[config.mk]
export PLATFORM = sky130hd
export DESIGN_NAME = gn2d_fifo
export DESIGN_NICKNAME = d
export VERILOG_FILES = /design/src/rtl/core/gn2d_fifo.sv
export SDC_FILE = /design/constraint.sdc
export NUM_CORES = 1
export LEC_CHECK = 0
export BUFFER_PORTS_ARGS = -buffer_cell sky130_fd_sc_hd__buf_2
export CORE_AREA = 4 4 102 104
export DETAILED_ROUTE_END_ITERATION = 8
export DIE_AREA = 0 0 106 108
export SLEW_MARGIN = 20
export SYNTH_ARGS = -nofsm -noshare
export SYNTH_HDL_FRONTEND = slang
export SYNTH_SLANG_ARGS = --single-unit
[constraint.sdc]
create_clock -name clock -period 1.68 [get_ports clock]
set_input_delay 0 -clock clock [delete_from_list [all_inputs] [get_ports clock]]
set_output_delay 0 -clock clock [all_outputs]
set_load 0.05 [all_outputs]
[src/rtl/core/gn2d_fifo.sv]
`default_nettype none

module gn2d_fifo #(
   parameter int unsigned WIDTH = 16,
   parameter int unsigned DEPTH = 4
) (
   input  wire logic             clock,
   input  wire logic             reset,
   input  wire logic             wr_en,
   input  wire logic [WIDTH-1:0] wr_data,
   output logic                  full,
   input  wire logic             rd_en,
   output logic [WIDTH-1:0]      rd_data,
   output logic                  empty
);

   localparam int unsigned PTR_W = (DEPTH > 1) ? $clog2(DEPTH) : 1;
   localparam int unsigned CNT_W = $clog2(DEPTH + 1);

   logic [WIDTH-1:0] entry_ff [DEPTH];
   logic [PTR_W-1:0] wr_ptr_ff, wr_ptr_in;
   logic [PTR_W-1:0] rd_ptr_ff, rd_ptr_in;
   logic [CNT_W-1:0] count_ff, count_in;

   // Pointer wrap works for any depth
   always_comb begin
      wr_ptr_in = wr_ptr_ff;
      rd_ptr_in = rd_ptr_ff;
      count_in = count_ff;
      if (wr_en) begin
         wr_ptr_in = (wr_ptr_ff == PTR_W'(DEPTH - 1)) ? '0 : wr_ptr_ff + 1'b1;
      end
      if (rd_en) begin
         rd_ptr_in = (rd_ptr_ff == PTR_W'(DEPTH - 1)) ? '0 : rd_ptr_ff + 1'b1;
      end
      if (wr_en && !rd_en) begin
         count_in = count_ff + 1'b1;
      end else if (rd_en && !wr_en) begin
         count_in = count_ff - 1'b1;
      end
   end

   always_ff @(posedge clock) begin
      if (reset) begin
         wr_ptr_ff <= '0;
         rd_ptr_ff <= '0;
         count_ff <= '0;
      end else begin
         wr_ptr_ff <= wr_ptr_in;
         rd_ptr_ff <= rd_ptr_in;
         count_ff <= count_in;
      end
   end

   // Storage, no reset needed
   always_ff @(posedge clock) begin
      if (wr_en) begin
         entry_ff[wr_ptr_ff] <= wr_data;
      end
   end

   assign rd_data = entry_ff[rd_ptr_ff];
   assign full = (count_ff == CNT_W'(DEPTH));
   assign empty = (count_ff == '0);

   a_no_overflow : assert property (@(posedge clock) disable iff (reset)
      wr_en |-> !full)
      else $error("queue write while full");

   a_no_underflow : assert property (@(posedge clock) disable iff (reset)
      rd_en |-> !empty)
      else $error("queue read while empty");

   a_count_hold : assert property (@(posedge clock) disable iff (reset)
      (wr_en == rd_en) |=> $stable(count_ff))
      else $error("queue count moved without a net transfer");

endmodule

`default_nettype wire

==> metrics <==
status=complete, no violations; Hold Path Sink=wr_ptr_ff[1]; worst hold path cell count=3; Syn Area/Cell=~22 um^2; post-placement cell count=about 300; FMAX=609 MHz; number of synthesized flops with an enable pin=64; wire per inst=14.3 um; synthesized flop and latch total=73; max cap viols=0; register area share after synthesis=0.754; Cell Area, Synth=between 2000 and 3000 um^2; area fraction of the dominant cell type after synthesis=0.690; Cell Pwr Density=1090 nW/um^2; CP top delay family=multiplexers; Final ANT Viol Nets=0; via count=about 1.4k; Clock Tree Root=clkbuf_8; DP HPWL=around 3200 um; Final Cell Area=3620 um^2; antenna fix cells=0; HP Class=in2reg; Setup CP Type=reg2out; Layout Nets=around 230; vias in the first global route=roughly 1.5k; clk sink count=73; Layout area overhead=30.0%; die area=roughly 11,000 um^2; initial antenna violation count=0; Finished Layout Cells=about 340; GPL Wtd Cong=around 0.69; global-route wire length before repair=roughly 7800 um; FP Rows=36; commonest cells in the netlist=64 x edfxtp_1, 10 x mux4_2, 9 x dfxtp_1, 7 x nor2_1; max-slew violations=0; clock buffer count from CTS=9; Placed Area=roughly 3200 um^2; element type at the critical path end=output pin; clk slew on worst S/H paths=about 0.070 ns; FF-to-FF Start=wr_ptr_ff[0]; clock latency reported for the late side of the worst-skew pair=0.33 ns; crit start category=register; ys async rst share=0; pin count of the biggest net entering global routing=17; RSZ-0062 raised after global routing=yes; CTS max path bufs=2; syn nets=about 160; min Tclk post-route=1.64 ns; Port Buf Inserts=37; Worst-Margin Slew=about 0.86 ns; core area=around 9500 um^2; drt drc=0; share of cells above drive strength 1=0.359; area leader, netlist=edfxtp_1; Starting Density=0.292; top cells by area, synth=edfxtp_1 69%, mux4_2 8.1%, dfxtp_1 6.5%, mux4_1 5.7%, ha_1 2.7%; H-tree levels=3; buffers and inverters on the worst path=2; Worst Skew=0.00515 ns; Final Hold Vio Count=0; die height=roughly 110 um; Total Wirelength=between 4000 and 5000 um; PnR Total Power=roughly 0.0040 W; Overflow after GRT=0; Cells after Synth=128; GRT Resource Usage Total=0.0927; CTS tree=done; CP Cell Sequence=bufbuf_16 -> mux4_2 -> buf_6; worst r2r path cells=3; initial DRC count=~110; peak supply drop=0.000330 V; critical path data arrival time=1.64 ns; synth warn=0; slowest stage delay, CP=approximately 0.5 ns; Top Ports=38; period utilization=0.977; Pre-antenna DRT Iters=4; reg-to-reg slack, setup=approximately 0.1 ns; R2R Path End=entry_ff[2][13]; Cell variety after synth=19; Rel. slew slack=0.426; hold_sp=wr_en; Crit-path slowest cell=mux4_2; Die Wd=106 um; most common flop cell mapped by yosys=edfxtp_1; static leakage=1.31 nW; top-count cell post-synth=edfxtp_1; Final setup violation count=0; vias per cell=between 4 and 5; CP max FO=5; Critical Path RT=approximately 1.7 ns
-- power breakdown --
part           internal, W  total (W)  switching [W]
Clock             0.000621    0.00118       0.000558
Sequential         0.00207    0.00210      0.0000351
Combinational     0.000268   0.000679       0.000411
Total              0.00296    0.00396        0.00100
-- cells in the final DEF, fill, tap and decap left out --
cell,n
a21oi_1,1
a21oi_2,1
and2_1,4
buf_2,27
buf_4,11
buf_6,7
buf_8,1
bufbuf_16,1
clkbuf_1,5
clkbuf_4,1
clkbuf_8,11
dfxtp_1,8
dfxtp_4,1
dlygate4sd3_1,17
dlymetal6s4s_1,1
edfxtp_1,64
fa_1,1
ha_1,5
ha_2,1
inv_1,3
inv_2,1
mux2i_1,4
mux4_1,5
mux4_2,11
nor2_1,7
nor3_1,1
nor3b_1,2
o21ai_0,1
or3_1,1
xor2_1,2
-- cells by family (layout without fill, tap and decap cells) --
| kind of cell | Yosys count | in the layout | share of synthesized area |
|---|---|---|---|
| fa+ha+maj | 7 | 7 | 0.0341 |
| flops | 73 | 73 | 0.754 |
| compound gates | 3 | 3 | 0.00539 |
| simple gates | 15 | 15 | 0.0278 |
| xor+xnor | 2 | 2 | 0.00629 |
| mux | 20 | 20 | 0.152 |
| buf+inv | 8 | 86 | 0.0202 |
-- sequential cells by signal, indices dropped and copies added, names as in the netlist, named ones only --
| name | count |
|---|---|
| entry_ff | 64 |
| rd_ptr_ff | 2 |
| count_ff | 3 |
| wr_ptr_ff | 2 |
-- final cells by class --
class                           count  area [um^2]
Multi-Input combinational cell     47          631
Timing Repair Buffer               66          534
Fill cell                         919         5930
Clock buffer                       16          170
Sequential cell                    73         2110
Inverter                            4         15.0
Tap cell                          133          166
-- what timing repair did --
action	4_1_cts	5_1_grt
gates resized for setup	19	6
endpoints found under the hold margin	73	0
pin swaps	0	2
cloned	1	0
hold buffers	18	0
setup endpoints to repair	10	8
buffers inserted	0	0
-- worst reg2reg max path: stages, from the launching register on --
cell,delay (ns)
dfxtp_1,0.31
inv_1,0.07
ha_1,0.13
and2_1,0.69
-- how the worst max path moves through the flow --
| stage | slack, ns | from | cells past startpoint | endpoint |
|---|---|---|---|---|
| after floorplan | 0.18 | count_ff[1] | 1 | full |
| after global placement | 0.13 | wr_ptr_ff[0] | 3 | entry_ff[2][14] |
| after detailed placement | 0.08 | wr_ptr_ff[0] | 3 | entry_ff[2][14] |
| after CTS | 0.004 | register | 3 | rd_data[7] |
| after global routing | -0.03 | register | 3 | rd_data[7] |
| final | 0.04 | register | 3 | rd_data[4] |
-- per-stage QoR --
stage               utilization  hold slack (ns)  worst slack (ns)  setup TNS, ns
floorplan                     -           0.0691             0.178              0
global placement          0.333            0.215             0.127              0
detailed placement        0.333            0.221            0.0767              0
CTS                       0.378           0.0267           0.00369              0
global route              0.379           0.0513           -0.0258         -0.105
finish                    0.379           0.0362            0.0378              0
-- layer usage --
layer	wire length, um	share of wire	up-vias	global-route usage
met4	119	0.025	0	0.0509
met1	2100	0.43	689	0.114
li1	-	-	659	-
met5	0	0	-	0
met2	2350	0.48	31	0.142
met3	281	0.058	8	0.0352
Power figures use the tool's default switching activity.
